$ cat config.mk
export PLATFORM = sky130hd
export DESIGN_NAME = rpst_ctrl
export DESIGN_NICKNAME = d
export VERILOG_FILES = /design/src/sv/rpst_pkg.sv /design/src/sv/rpst_ctrl.sv
export SDC_FILE = /design/constraint.sdc
export NUM_CORES = 1
export LEC_CHECK = 0
export ABC_AREA = 0
export BUFFER_PORTS_ARGS = -buffer_cell sky130_fd_sc_hd__buf_2
export CAP_MARGIN = 10
export CORE_UTILIZATION = 30
export CTS_CLUSTER_SIZE = 28
export DETAILED_ROUTE_END_ITERATION = 7
export GPL_TIMING_DRIVEN = 0
export SLEW_MARGIN = 40
export SYNTH_ARGS = -nofsm -noshare
export SYNTH_HDL_FRONTEND = slang
export SYNTH_SLANG_ARGS = --single-unit
$ cat constraint.sdc
create_clock -name i_clk -period 7.46 [get_ports i_clk]
set_input_delay 0.373 -clock i_clk [delete_from_list [all_inputs] [get_ports i_clk]]
set_output_delay 0.373 -clock i_clk [all_outputs]
set_load 0.02 [all_outputs]
$ cat src/sv/rpst_pkg.sv
`default_nettype none

package rpst_pkg;

    localparam int CAPACITY_DEF = 256;
    localparam int CAPACITY_MAX = 4096;
    localparam int KEY_BITS_DEF = 48;

    localparam int ADDR_KEY_W = 48;
    localparam int OP_W       = 2;
    localparam int STAT_W     = 2;
    localparam int LIVE_W     = 9;

    localparam logic [OP_W-1:0] OP_ADD    = 2'd0;
    localparam logic [OP_W-1:0] OP_REMOVE = 2'd1;
    localparam logic [OP_W-1:0] OP_QUERY  = 2'd2;

    localparam logic [STAT_W-1:0] STAT_OK     = 2'd0;
    localparam logic [STAT_W-1:0] STAT_FULL   = 2'd1;
    localparam logic [STAT_W-1:0] STAT_ABSENT = 2'd2;

    typedef enum logic [1:0] {
        ST_CLEAR,
        ST_IDLE,
        ST_SCAN,
        ST_COMMIT
    } t_state;

    typedef struct packed {
        logic we;
        logic re;
    } t_ram_ctl;

endpackage

`default_nettype wire

$ cat src/sv/rpst_ctrl.sv
`default_nettype none

module rpst_ctrl
    import rpst_pkg::*;
#(
    parameter int CAPACITY = CAPACITY_DEF,
    parameter int KEY_BITS = KEY_BITS_DEF,
    localparam int IDX_W   = $clog2(CAPACITY),
    localparam int CNT_W   = $clog2(CAPACITY + 1),
    localparam int ENT_W   = KEY_BITS + 1
) (
    input  wire logic                  i_clk,
    input  wire logic                  i_rst_n,
    input  wire logic                  i_start,
    output logic                       o_busy,
    input  wire logic [OP_W-1:0]       i_operation,
    input  wire logic [ADDR_KEY_W-1:0] i_address_key,
    output t_ram_ctl                   o_ram_ctl,
    output logic      [IDX_W-1:0]      o_ram_waddr,
    output logic      [ENT_W-1:0]      o_ram_wdata,
    output logic      [IDX_W-1:0]      o_ram_raddr,
    input  wire logic [ENT_W-1:0]      i_ram_rdata,
    output logic                       o_done,
    output logic                       o_found,
    output logic      [STAT_W-1:0]     o_status,
    output logic      [LIVE_W-1:0]     o_live_count
);

    localparam logic [IDX_W-1:0] LAST_IDX = IDX_W'(CAPACITY - 1);

    t_state r_state, n_state;

    logic [IDX_W-1:0]      r_idx;
    logic                  r_issue_done;
    logic                  r_cmp_vld;
    logic [IDX_W-1:0]      r_cmp_idx;
    logic [OP_W-1:0]       r_op;
    logic [KEY_BITS-1:0]   r_key;
    logic                  r_hit_found;
    logic [IDX_W-1:0]      r_hit_idx;
    logic                  r_free_found;
    logic [IDX_W-1:0]      r_free_idx;
    logic [CNT_W-1:0]      r_count;
    logic                  r_done;
    logic                  r_found;
    logic [STAT_W-1:0]     r_status;
    logic [LIVE_W-1:0]     r_live;

    logic [63:0]           key_ext;
    logic                  accept;
    logic                  ent_valid;
    logic                  ent_match;
    logic                  do_add;
    logic                  do_remove;
    logic [CNT_W-1:0]      n_count;
    logic [CNT_W+LIVE_W-1:0] count_ext;
    logic [STAT_W-1:0]     n_status;

    assign key_ext   = {{(64 - ADDR_KEY_W){1'b0}}, i_address_key};
    assign accept    = i_start && (r_state == ST_IDLE);
    assign ent_valid = i_ram_rdata[KEY_BITS];
    assign ent_match = ent_valid && (i_ram_rdata[KEY_BITS-1:0] == r_key);
    assign do_add    = (r_op == OP_ADD) && r_free_found;
    assign do_remove = (r_op == OP_REMOVE) && r_hit_found;

    always_comb begin
        n_count = r_count;
        if (do_add) begin
            n_count = r_count + CNT_W'(1);
        end else if (do_remove) begin
            n_count = r_count - CNT_W'(1);
        end
    end

    assign count_ext = (CNT_W + LIVE_W)'(n_count);

    always_comb begin
        n_status = STAT_OK;
        if ((r_op == OP_ADD) && !r_free_found) begin
            n_status = STAT_FULL;
        end else if ((r_op == OP_REMOVE) && !r_hit_found) begin
            n_status = STAT_ABSENT;
        end
    end

    always_comb begin
        n_state = r_state;
        unique case (r_state)
            ST_CLEAR: begin
                if (r_idx == LAST_IDX) begin
                    n_state = ST_IDLE;
                end
            end
            ST_IDLE: begin
                if (i_start) begin
                    n_state = ST_SCAN;
                end
            end
            ST_SCAN: begin
                if (r_cmp_vld && (r_cmp_idx == LAST_IDX)) begin
                    n_state = ST_COMMIT;
                end
            end
            ST_COMMIT: begin
                n_state = ST_IDLE;
            end
            default: begin
                n_state = ST_CLEAR;
            end
        endcase
    end

    always_comb begin
        o_ram_ctl   = '0;
        o_ram_waddr = r_idx;
        o_ram_wdata = '0;
        o_ram_raddr = r_idx;
        unique case (r_state)
            ST_CLEAR: begin
                o_ram_ctl.we = 1'b1;
            end
            ST_SCAN: begin
                o_ram_ctl.re = !r_issue_done;
            end
            ST_COMMIT: begin
                if (do_add) begin
                    o_ram_ctl.we = 1'b1;
                    o_ram_waddr  = r_free_idx;
                    o_ram_wdata  = {1'b1, r_key};
                end else if (do_remove) begin
                    o_ram_ctl.we = 1'b1;
                    o_ram_waddr  = r_hit_idx;
                    o_ram_wdata  = {1'b0, r_key};
                end
            end
            default: begin
                o_ram_ctl = '0;
            end
        endcase
    end

    always_ff @(posedge i_clk) begin
        if (!i_rst_n) begin
            r_state      <= ST_CLEAR;
            r_idx        <= '0;
            r_issue_done <= 1'b0;
            r_cmp_vld    <= 1'b0;
            r_hit_found  <= 1'b0;
            r_free_found <= 1'b0;
            r_count      <= '0;
            r_done       <= 1'b0;
        end else begin
            r_state   <= n_state;
            r_done    <= (r_state == ST_COMMIT);
            r_cmp_vld <= o_ram_ctl.re;
            if (r_state == ST_CLEAR) begin
                r_idx <= r_idx + IDX_W'(1);
            end else if (accept) begin
                r_idx        <= '0;
                r_issue_done <= 1'b0;
                r_hit_found  <= 1'b0;
                r_free_found <= 1'b0;
            end else if (o_ram_ctl.re) begin
                r_idx <= r_idx + IDX_W'(1);
                if (r_idx == LAST_IDX) begin
                    r_issue_done <= 1'b1;
                end
            end
            if (r_cmp_vld) begin
                if (ent_match && !r_hit_found) begin
                    r_hit_found <= 1'b1;
                end
                if (!ent_valid && !r_free_found) begin
                    r_free_found <= 1'b1;
                end
            end
            if (r_state == ST_COMMIT) begin
                r_count <= n_count;
            end
        end
    end

    always_ff @(posedge i_clk) begin
        r_cmp_idx <= r_idx;
        if (accept) begin
            r_op  <= i_operation;
            r_key <= key_ext[KEY_BITS-1:0];
        end
        if (r_cmp_vld && ent_match && !r_hit_found) begin
            r_hit_idx <= r_cmp_idx;
        end
        if (r_cmp_vld && !ent_valid && !r_free_found) begin
            r_free_idx <= r_cmp_idx;
        end
        if (r_state == ST_COMMIT) begin
            r_found  <= r_hit_found;
            r_status <= n_status;
            r_live   <= count_ext[LIVE_W-1:0];
        end
    end

    assign o_busy       = (r_state != ST_IDLE);
    assign o_done       = r_done;
    assign o_found      = r_found;
    assign o_status     = r_status;
    assign o_live_count = r_live;

endmodule

`default_nettype wire

==> out/metrics.cfg, run 1 <==
[timing]
timing.fmax_ghz=0.269
hold_violations=0
fin_skew_ps=7.78
tightest_slew_ps=708
rsz0062_at_grt=no
setup-tns-final_ps=0
fin_crit_sh_pct=49.7
relSlewSlack_pct=52.8
finalWorstSetupSlack_ps=3750
slew_viol_final=0
setup_viol_count_final=0
layout_min_cycle_time_ps=3710

[placed_design]
portBuffers=182
dp_hpwl_mm=9.69
postPlaceCellArea_um2=6180
post-place-ws_ps=3980
dp_cells=821
gp_congestion=0.833

[floorplanning]
die_area_um2=17000
initial_core_util_pct=30.9
die_height_um=130
die_w_um=130
placement_rows=46
pin_count=183
core_um2=16000

[yosys]
yosys_warnings=0
synth.cell_area_um2=4950
syn_inst=419
synth_fp_nets=528
async_flop_share_pct=0
ys_types=43
synth.yosys.seq_area_share_pct=60.3
synth-seq-cells=110
syn_area_per_cell_um2=11.8
ys.flop_type=edfxtp_1
synth_edf_count=78

[detailed_routing]
viasPerCell=4.48
vias=3746
drt_first_pass_iters=4
drcViolationCount=0
wl_per_cell_um=15.1
drtIter0Drc=167
ant_nets=0
routed_wirelength_mm=12.6

[power_and_ir_drop]
peakVddDrop_uv=112
powerDensity_nw_per_um2=213
p_leak_nw=2.75

[worst_setup_path]
startpoint=r_state[1]
r2r_start=r_key[43]
crit_fanout=17
worst_ep_arrival_time_ps=3340
startpoint_type=register
crit_type=reg2out
cp_data_required_time_ps=7090
endpoint_kind=output port

[global_routing]
grt_util_all_layers_pct=15.3
first_global_vias=3614
grt.overflow.total=0
grt_pass1_wl_mm=19.0
grt_max_degree=30
antenna_found_initial=0

[cells_and_area]
post-route-util_pct=40.4
fillers=1633
n_antenna_cell=0
fin_area_um2=6470
layout.nets=725
drive_gt1_share_pct=34.1
fin_cells=837
area_growth_pct=30.8

[clock_network]
cts_tree=built
clock_path_buffers=2
postCtsSetupRepairBufs=0
cts_made_buffers=9
cts-resized-gates=0
cts_hold_buf=0
cts-root-buf=clkbuf_16
clock_sinks=110
htreeDepth=3
clkTransAtPathRegs_ps=80
insertion_delay_ps=360

[flow_run]
cap_violations=0

[min_path]
hold_start=i_address_key[17]
hp-class=in2reg

[status]
outcome=finished clean

## area by class of cell
cell class	count	area (um2)	area share, %
inverter	10	40.0	0.619
buffer	15	67.6	1.04
clock buffer	10	229	3.54
timing repair buffer	186	948	14.7
clock inverter	6	62.6	0.967
tap	216	270	4.18
sequential	110	2980	46.1
multi-input combinational	284	1870	28.9
## synthesized netlist by cell type (2+ instances only)
master,n,area (um2)
edfxtp_1,78,2340
and4_1,2,17.5
and3_1,3,18.8
inv_1,9,33.8
xor2_1,52,455
xnor2_1,16,140
ha_1,7,87.6
nand3_1,8,40.0
a21oi_2,2,17.5
a22o_1,2,17.5
dfxtp_1,32,641
nor2_1,37,139
a21oi_1,5,25.0
and2_1,50,313
clkbuf_1,11,41.3
o21ai_0,4,20.0
nand4_1,8,50.1
nor3_1,6,30.0
buf_2,2,10.0
mux2i_1,4,40.0
nand2b_1,3,18.8
nor3b_1,3,22.5
a211oi_1,2,15.0
nand2_1,32,120
a31oi_1,8,50.1
or3_1,5,31.3
nor4_1,12,75.1
## metal layers
layer	vias to the layer above	wire length (um)	part of all wire [%]	GRT usage, %
met5	-	0	0	0
met2	144	5980	47	25.4
met1	1733	5540	44	18.5
met3	17	865	6.8	4.44
met4	0	257	2.0	6.83
li1	1852	-	-	-
## critical path, cell delays in order, from the launching register on
cell	delay [ps]
dfxtp_1	380
ha_1	630
clkinv_1	490
a21oi_2	280
buf_2	290
clkbuf_1	490
and2_1	230
buf_2	180
## cells in the final DEF (no fill, tap or decap), types with 9 or more instances in the layout
cell         n
buf_2      186
edfxtp_1    78
xor2_1      52
and2_1      50
nor2_1      37
nand2_1     32
dfxtp_1     32
xnor2_1     16
clkbuf_1    12
nor4_1      11
clkbuf_16    9
## worst paths after layout
path                           to  slack (ps)  cells after the start
setup / recovery  o_ram_wdata[20]        3750                      7
hold reg to reg      r_cmp_idx[6]         420                      0
hold / removal          r_key[17]         180                      1
setup reg to reg     r_hit_idx[7]        5040                      6
## flip-flops by register name (all words and copies together) (netlist names)
register / count
r_free_idx: 8
o_status: 2
r_key: 48
o_ram_raddr: 8
r_state: 2
r_free_found: 1
r_op: 2
r_hit_idx: 8
r_issue_done: 1
r_count: 9
o_live_count: 9
r_cmp_idx: 8
r_hit_found: 1
o_found: 1
r_cmp_vld: 1
o_done: 1
## power by group
part | total, mW | switching (mW) | internal [mW]
Sequential | 0.730 | 0.0306 | 0.700
Combinational | 0.167 | 0.0971 | 0.0702
Clock | 0.478 | 0.241 | 0.237
## cell families after synthesis
kind of cell / synth area share [%]
simple gates: 18.8
mux: 0.809
buf+inv: 2.12
fa+ha+maj: 1.77
flops: 60.3
compound gates: 4.20
xor+xnor: 12.0
## metrics by stage
| stage | power [mW] | hold slack (ps) |
|---|---|---|
| global route | 1.43 | 166 |
| CTS | 1.39 | 168 |
| detailed placement | 0.914 | 407 |
| global placement | 0.907 | 410 |
| floorplan | 0.835 | 425 |
| finish | 1.38 | 185 |
Power figures use the tool's default switching activity.
==> run 2: changes to the inputs <==
--- a/config.mk
+++ b/config.mk
@@ -5,7 +5,7 @@
 export SDC_FILE = /design/constraint.sdc
 export NUM_CORES = 1
 export LEC_CHECK = 0
-export ABC_AREA = 0
+export ABC_AREA = 1
 export BUFFER_PORTS_ARGS = -buffer_cell sky130_fd_sc_hd__buf_2
 export CAP_MARGIN = 10
 export CORE_UTILIZATION = 30
==> constraint.sdc (replaced) <==
create_clock -name i_clk -period 3.59 [get_ports i_clk]
set_input_delay 0.1795 -clock i_clk [delete_from_list [all_inputs] [get_ports i_clk]]
set_output_delay 0.1795 -clock i_clk [all_outputs]
set_load 0.02 [all_outputs]
==> run 2 against run 1 <==
First-iteration DRC count increased by 74%. Hold slack got worse by 170 ps. Power grew 120%. Combinational power grew to 3.2 times the previous value. Count of clock-buffer cells in the layout is the same. Register-to-register slack lost 3600 ps. Area after synthesis is 14% higher. Sequential power up 110%. Global-route usage is 1.6 points higher. Synthesized cell count rose by 66%. Critical path type unchanged. Critical endpoint is now o_ram_waddr[1].
==> out/metrics.cfg, run 2 <==
[status]
outcome=finished clean

[worst_setup_path]
r2r_start=r_state[1]
crit_top_cell=buf_2
path_cells=ha_1 > buf_2 > clkbuf_1 > a32oi_1 > buf_2
crit_fanout=13  ; -4
cp-endpoint=o_ram_waddr[1]
crit_path_max_incr_delay_ps=640  ; about the same
crit_type=reg2out
cp_data_required_time_ps=3410  ; -3680 ps
endpoint_kind=output port
reg2reg_slack_ps=1450  ; -3590 ps
r2r.worst_path.cells=7  ; +1
critPathSlowestCell=ha_1
worst_ep_arrival_time_ps=2500  ; -840 ps
worstReg2RegEnd=r_count[2]
startpoint=r_state[1]
startpoint_type=register

[floorplanning]
initial_core_util_pct=31.1  ; +0.15 points
pin_count=183  ; unchanged
core_um2=18200  ; +14%
placement_rows=49  ; +6.5%
die_height_um=139  ; +6.8%
die_w_um=139  ; +6.8%
die_area_um2=19400  ; +14%

[cells_and_area]
regArea_um2=2980  ; unchanged
post-route-util_pct=42.0  ; +1.5 points
largest_reg_flops=48  ; unchanged
layout_common_cells=buf_2 (190), nand2_1 (184), inv_1 (125)
final_common_cell=buf_2
regMostFlops=r_key
fillers=1806  ; +11%
multi_input_area_um2=2100  ; +12%
layout.nets=1045  ; +44%
fin_area_um2=7650  ; +18%
area_growth_pct=35.2
drive_gt1_share_pct=24.7  ; -9.5 points

[timing]
fin_crit_sh_pct=74.6
fin_skew_ps=12.1  ; +4.29 ps
slew_viol_final=0  ; unchanged
setup_viol_count_final=0  ; unchanged
relSlewSlack_pct=48.8  ; -4.0 points
whs_ps=15.1  ; -170 ps
layout_min_cycle_time_ps=2680
setup-tns-final_ps=0  ; unchanged
timing.fmax_ghz=0.373
hold_violations=0  ; unchanged
tightest_slew_ps=765  ; +57.1 ps
rsz0062_at_grt=no

[clock_network]
htreeDepth=3  ; unchanged
cts_tree=built
insertion_delay_ps=350  ; about the same
clock_path_buffers=2  ; unchanged
cts-root-buf=clkbuf_16
clock_sinks=110  ; unchanged
cts_made_buffers=9  ; unchanged
clkTransAtPathRegs_ps=80  ; about the same
postCtsSetupRepairBufs=0  ; unchanged

[detailed_routing]
routed_wirelength_mm=16.2  ; +28%
wl_per_cell_um=13.8  ; -8.5%
drcViolationCount=0  ; unchanged
drtIter0Drc=290  ; +74%
vias=5161  ; +38%
ant_nets=0  ; unchanged
viasPerCell=4.41  ; -1.5%
drt_first_pass_iters=5  ; +1

[yosys]
synth_fp_nets=804  ; +52%
synth_area_leaders=edfxtp_1 (41%), nand2_1 (12%), dfxtp_1 (11%)
synth.cell_area_um2=5660  ; +14%
async_flop_share_pct=0  ; unchanged
ys_types=34  ; -21%
yosysTopAreaCell=edfxtp_1
synthTopCellsByCount=nand2_1 (184), inv_1 (126), nor2_1 (106), edfxtp_1 (78), dfxtp_1 (32)
syn_area_per_cell_um2=8.14  ; -31%
yosysMostFrequentCell=nand2_1
yosys_warnings=0  ; unchanged
synth-seq-cells=110  ; unchanged
synth_top_area_share_pct=41.4  ; -5.9 points
ys.flop_type=edfxtp_1
synth_edf_count=78  ; unchanged
syn_inst=695  ; +66%
synth.yosys.seq_area_share_pct=52.7  ; -7.6 points

[min_path]
min_path_cells=1  ; unchanged
hp-class=in2reg

[power_and_ir_drop]
clock_power_share_pct=32.5  ; -2.3 points
peakVddDrop_uv=200  ; +79%
p_int_mw=2.17  ; +120%
p_switching_mw=0.898  ; +140%
swShare_pct=29.3  ; +2.5 points
p_leak_nw=3.80  ; +38%
powerDensity_nw_per_um2=401  ; +89%
combPwrFrac_pct=17.6  ; +5.4 points
pwr-share-seq_pct=49.9  ; -3.2 points

[placed_design]
dp_hpwl_mm=12.4  ; +28%
portBuffers=182  ; unchanged
gp_congestion=0.821  ; -1.4%
postPlaceCellArea_um2=6880  ; +11%

[global_routing]
first_global_vias=4949  ; +37%
grt_max_degree=39  ; +30%
grt_pass1_wl_mm=25.2  ; +32%
antenna_found_initial=1  ; +1
grt.overflow.total=0  ; unchanged
grt_util_all_layers_pct=17.0  ; +1.6 points

[flow_run]
cap_violations=0  ; unchanged

==> run 2: cell families after synthesis <==
logic type      share of synthesized area, %
simple gates                            26.8
flops                                   52.7
fa+ha+maj                               1.55
buf+inv                                 10.1
xor+xnor                                3.10
compound gates                          5.66
==> run 2: power by group through the flow <==
stage | Combinational [mW] | Sequential [mW] | Clock [mW]
CTS | 0.545 | 1.53 | 1.04
detailed placement | 0.503 | 1.56 | 0
floorplan | 0.297 | 1.56 | 0
global route | 0.605 | 1.54 | 1.08
finish | 0.540 | 1.53 | 0.999
global placement | 0.487 | 1.56 | 0
==> run 2: critical path, delay by kind of cell, from the launching register on <==
kind / cells / cell delay [ps]
buffers and inverters: 3 / 900
flip-flops: 1 / 390
adder cells (fa/ha/maj): 1 / 640
AO/OA/AOI/OAI: 1 / 210
==> run 2: timing repair <==
action / 4_1_cts / 5_1_grt
hold buffers: 46 / 1
endpoints found under the hold margin: 46 / 1
resized for setup: 0 / 0
==> run 2: metal layers <==
layer / vias to the layer above / GRT usage (%) / wire length (um)
li1: 2679 / - / -
met1: 2309 / 21.8 / 7250
met2: 150 / 28.4 / 7690
met3: 23 / 3.58 / 900
met4: 0 / 5.44 / 337
met5: - / 0 / 0
==> run 2: layout make-up <==
class | count | area share (%)
tap | 229 | 3.75
antenna | 1 | 0.0327
timing repair buffer | 230 | 18.3
clock inverter | 6 | 0.851
sequential | 110 | 39.0
buffer | 14 | 1.11
multi-input combinational | 441 | 27.5
clock buffer | 10 | 2.99
inverter | 130 | 6.41
==> run 2: worst min path at each step <==
stage,from,end,slack (ps)
finish,i_address_key[12],r_key[12],20
global route,i_address_key[12],r_key[12],4
CTS,i_address_key[39],r_key[39],0.3
detailed placement,o_ram_raddr[5],r_cmp_idx[5],350
global placement,o_ram_raddr[5],r_cmp_idx[5],350
floorplan,i_rst_n,o_done,280
==> run 2: per-stage QoR <==
step           setup WS [ps]  total power, mW  cells
5_1_grt                  701             3.23   1170
3_5_place_dp            1260             2.06   1107
6_report                 911             3.07   1171
4_1_cts                  852             3.11   1169
2_1_floorplan           1190             1.86    695
3_3_place_gp             456             2.05   1106
==> run 3: changes to the inputs <==
==> constraint.sdc (replaced) <==
create_clock -name i_clk -period 2.4 [get_ports i_clk]
set_input_delay 0.12 -clock i_clk [delete_from_list [all_inputs] [get_ports i_clk]]
set_output_delay 0.12 -clock i_clk [all_outputs]
set_load 0.02 [all_outputs]
==> run 3 against run 2 <==
Utilization rose by 0.23 points. Critical path type unchanged. Clock skew barely moved. Final cell count rose by 0.17%. Largest cell class unchanged. Via count rose by 0.27%. Flip-flop and latch count did not move. Non-clock buffer count rose by 3. First-iteration DRC count fell by 1.4%. Critical endpoint unchanged.
==> out/metrics.cfg, run 3 (same netlist as run 2, synthesis figures left out) <==
[placed_design]
post-place-ws_ps=132  ; -1130 ps
gp_congestion=0.821  ; unchanged
portBuffers=182  ; unchanged
dp_hpwl_mm=12.4  ; unchanged
postPlaceCellArea_um2=6880  ; unchanged
dp_cells=1107  ; unchanged

[cells_and_area]
layout_common_cells=buf_2 (190), nand2_1 (184), inv_1 (125)
final_common_cell=buf_2
drive_gt1_share_pct=24.8  ; +0.13 points
regMostFlops=r_key
n_antenna_cell=0  ; -1
regArea_um2=2980  ; unchanged
layout.nets=1048  ; +0.29%
multi_input_area_um2=2120  ; +0.59%
post-route-util_pct=42.2  ; +0.23 points
fin_cells=1173  ; +0.17%
fin_area_um2=7690  ; +0.54%
fillers=1805  ; -0.055%
area_growth_pct=35.9
largest_reg_flops=48  ; unchanged

[timing]
rsz0062_at_grt=no
timing.fmax_ghz=0.448
layout_min_cycle_time_ps=2230
relSlewSlack_pct=48.7  ; -0.088 points
setup-tns-final_ps=0  ; unchanged
finalWorstSetupSlack_ps=170  ; -741 ps
hold_violations=0  ; unchanged
fin_skew_ps=11.9  ; -0.157 ps
fin_crit_sh_pct=92.9
tightest_slew_ps=766  ; +1.31 ps
slew_viol_final=0  ; unchanged
setup_viol_count_final=0  ; unchanged
whs_ps=86.8  ; +71.7 ps

[clock_network]
clkTransAtPathRegs_ps=80  ; about the same
cts_made_buffers=9  ; unchanged
clock_sinks=110  ; unchanged
htreeDepth=3  ; unchanged
cts_tree=built
cts-root-buf=clkbuf_16
clock_path_buffers=2  ; unchanged
insertion_delay_ps=350  ; about the same
postCtsSetupRepairBufs=0  ; unchanged

[detailed_routing]
drt_first_pass_iters=4  ; -1
viasPerCell=4.41  ; +0.10%
drcViolationCount=0  ; unchanged
vias=5175  ; +0.27%
wl_per_cell_um=13.9  ; +0.43%
ant_nets=0  ; unchanged
drtIter0Drc=286  ; -1.4%
routed_wirelength_mm=16.3  ; +0.61%

[floorplanning]
die_area_um2=19400  ; unchanged
die_height_um=139  ; unchanged
initial_core_util_pct=31.1  ; unchanged
placement_rows=49  ; unchanged
core_um2=18200  ; unchanged
pin_count=183  ; unchanged
die_w_um=139  ; unchanged

[global_routing]
grt_util_all_layers_pct=17.0  ; +0.085 points
grt_max_degree=39  ; unchanged
first_global_vias=4988  ; +0.79%
antenna_found_initial=0  ; -1
grt.overflow.total=0  ; unchanged
grt_pass1_wl_mm=25.3  ; +0.46%

[worst_setup_path]
endpoint_kind=output port
crit_path_max_incr_delay_ps=440  ; -200 ps
r2r.worst_path.cells=5  ; -2
worst_ep_arrival_time_ps=2110  ; -390 ps
crit_fanout=13  ; unchanged
path_cells=ha_4 > buf_2 > nand2_2 > buf_4 > a32oi_1 > buf_2
critPathSlowestCell=dfxtp_1
crit_top_cell=buf_2
reg2reg_slack_ps=430  ; -1020 ps
startpoint_type=register
crit_type=reg2out
worstReg2RegEnd=r_hit_idx[2]
r2r_start=r_key[3]
cp_data_required_time_ps=2280  ; -1130 ps

[min_path]
min_path_cells=3  ; +2
hold_start=i_rst_n
hold_end=o_done
hp-class=in2reg

[power_and_ir_drop]
p_leak_nw=3.81  ; +0.34%
p_total_mw=4.61  ; +50%
powerDensity_nw_per_um2=599  ; +49%
peakVddDrop_uv=299  ; +49%

[status]
outcome=finished clean

[flow_run]
cap_violations=0  ; unchanged

==> run 3: what timing repair did <==
item                       4_1_cts  5_1_grt
setup endpoints to repair       58        0
hold buffers                    50        0
resized for setup                3        0
hold endpoints to repair        50        0
==> run 3: critical path: cells and delay by family (launching register included) <==
kind | cells | cell delay [ps]
fa+ha+maj | 1 | 310
buf+inv | 3 | 650
simple gates | 1 | 120
flops | 1 | 440
compound gates | 1 | 220
==> run 3: final cells by class <==
cell class                 instances  area share [%]
timing repair buffer             233            18.6
inverter                         130            6.38
clock buffer                      10            2.98
multi-input combinational        441            27.5
clock inverter                     6           0.846
buffer                            14            1.12
sequential                       110            38.8
tap                              229            3.73
==> run 3: routing by layer <==
metal | share of wire (%) | global-route usage [%] | wire (um)
met1 | 45 | 21.8 | 7340
met2 | 48 | 28.6 | 7780
met3 | 5.1 | 3.51 | 827
met4 | 2.0 | 5.44 | 331
met5 | 0 | 0 | 0
==> run 3: worst max-delay path by stage <==
stage / endpoint / startpoint / cells after the start / slack, ps
4_1_cts: r_hit_idx[6] / r_key[3] / 5 / 130
6_report: o_ram_waddr[1] / r_state[0] / 6 / 170
3_5_place_dp: o_ram_waddr[1] / r_state[1] / 5 / 130
2_1_floorplan: o_ram_raddr[7] / r_state[1] / 11 / 2
5_1_grt: o_ram_waddr[1] / r_state[0] / 6 / 50
3_3_place_gp: o_ram_raddr[7] / r_state[1] / 11 / -730
==> run 3: power breakdown <==
group | leakage (nW) | internal [mW] | switching, mW | total, mW
combinational | 2.70 | 0.316 | 0.496 | 0.812
clock | 0.144 | 0.738 | 0.762 | 1.50
sequential | 0.967 | 2.20 | 0.0964 | 2.29
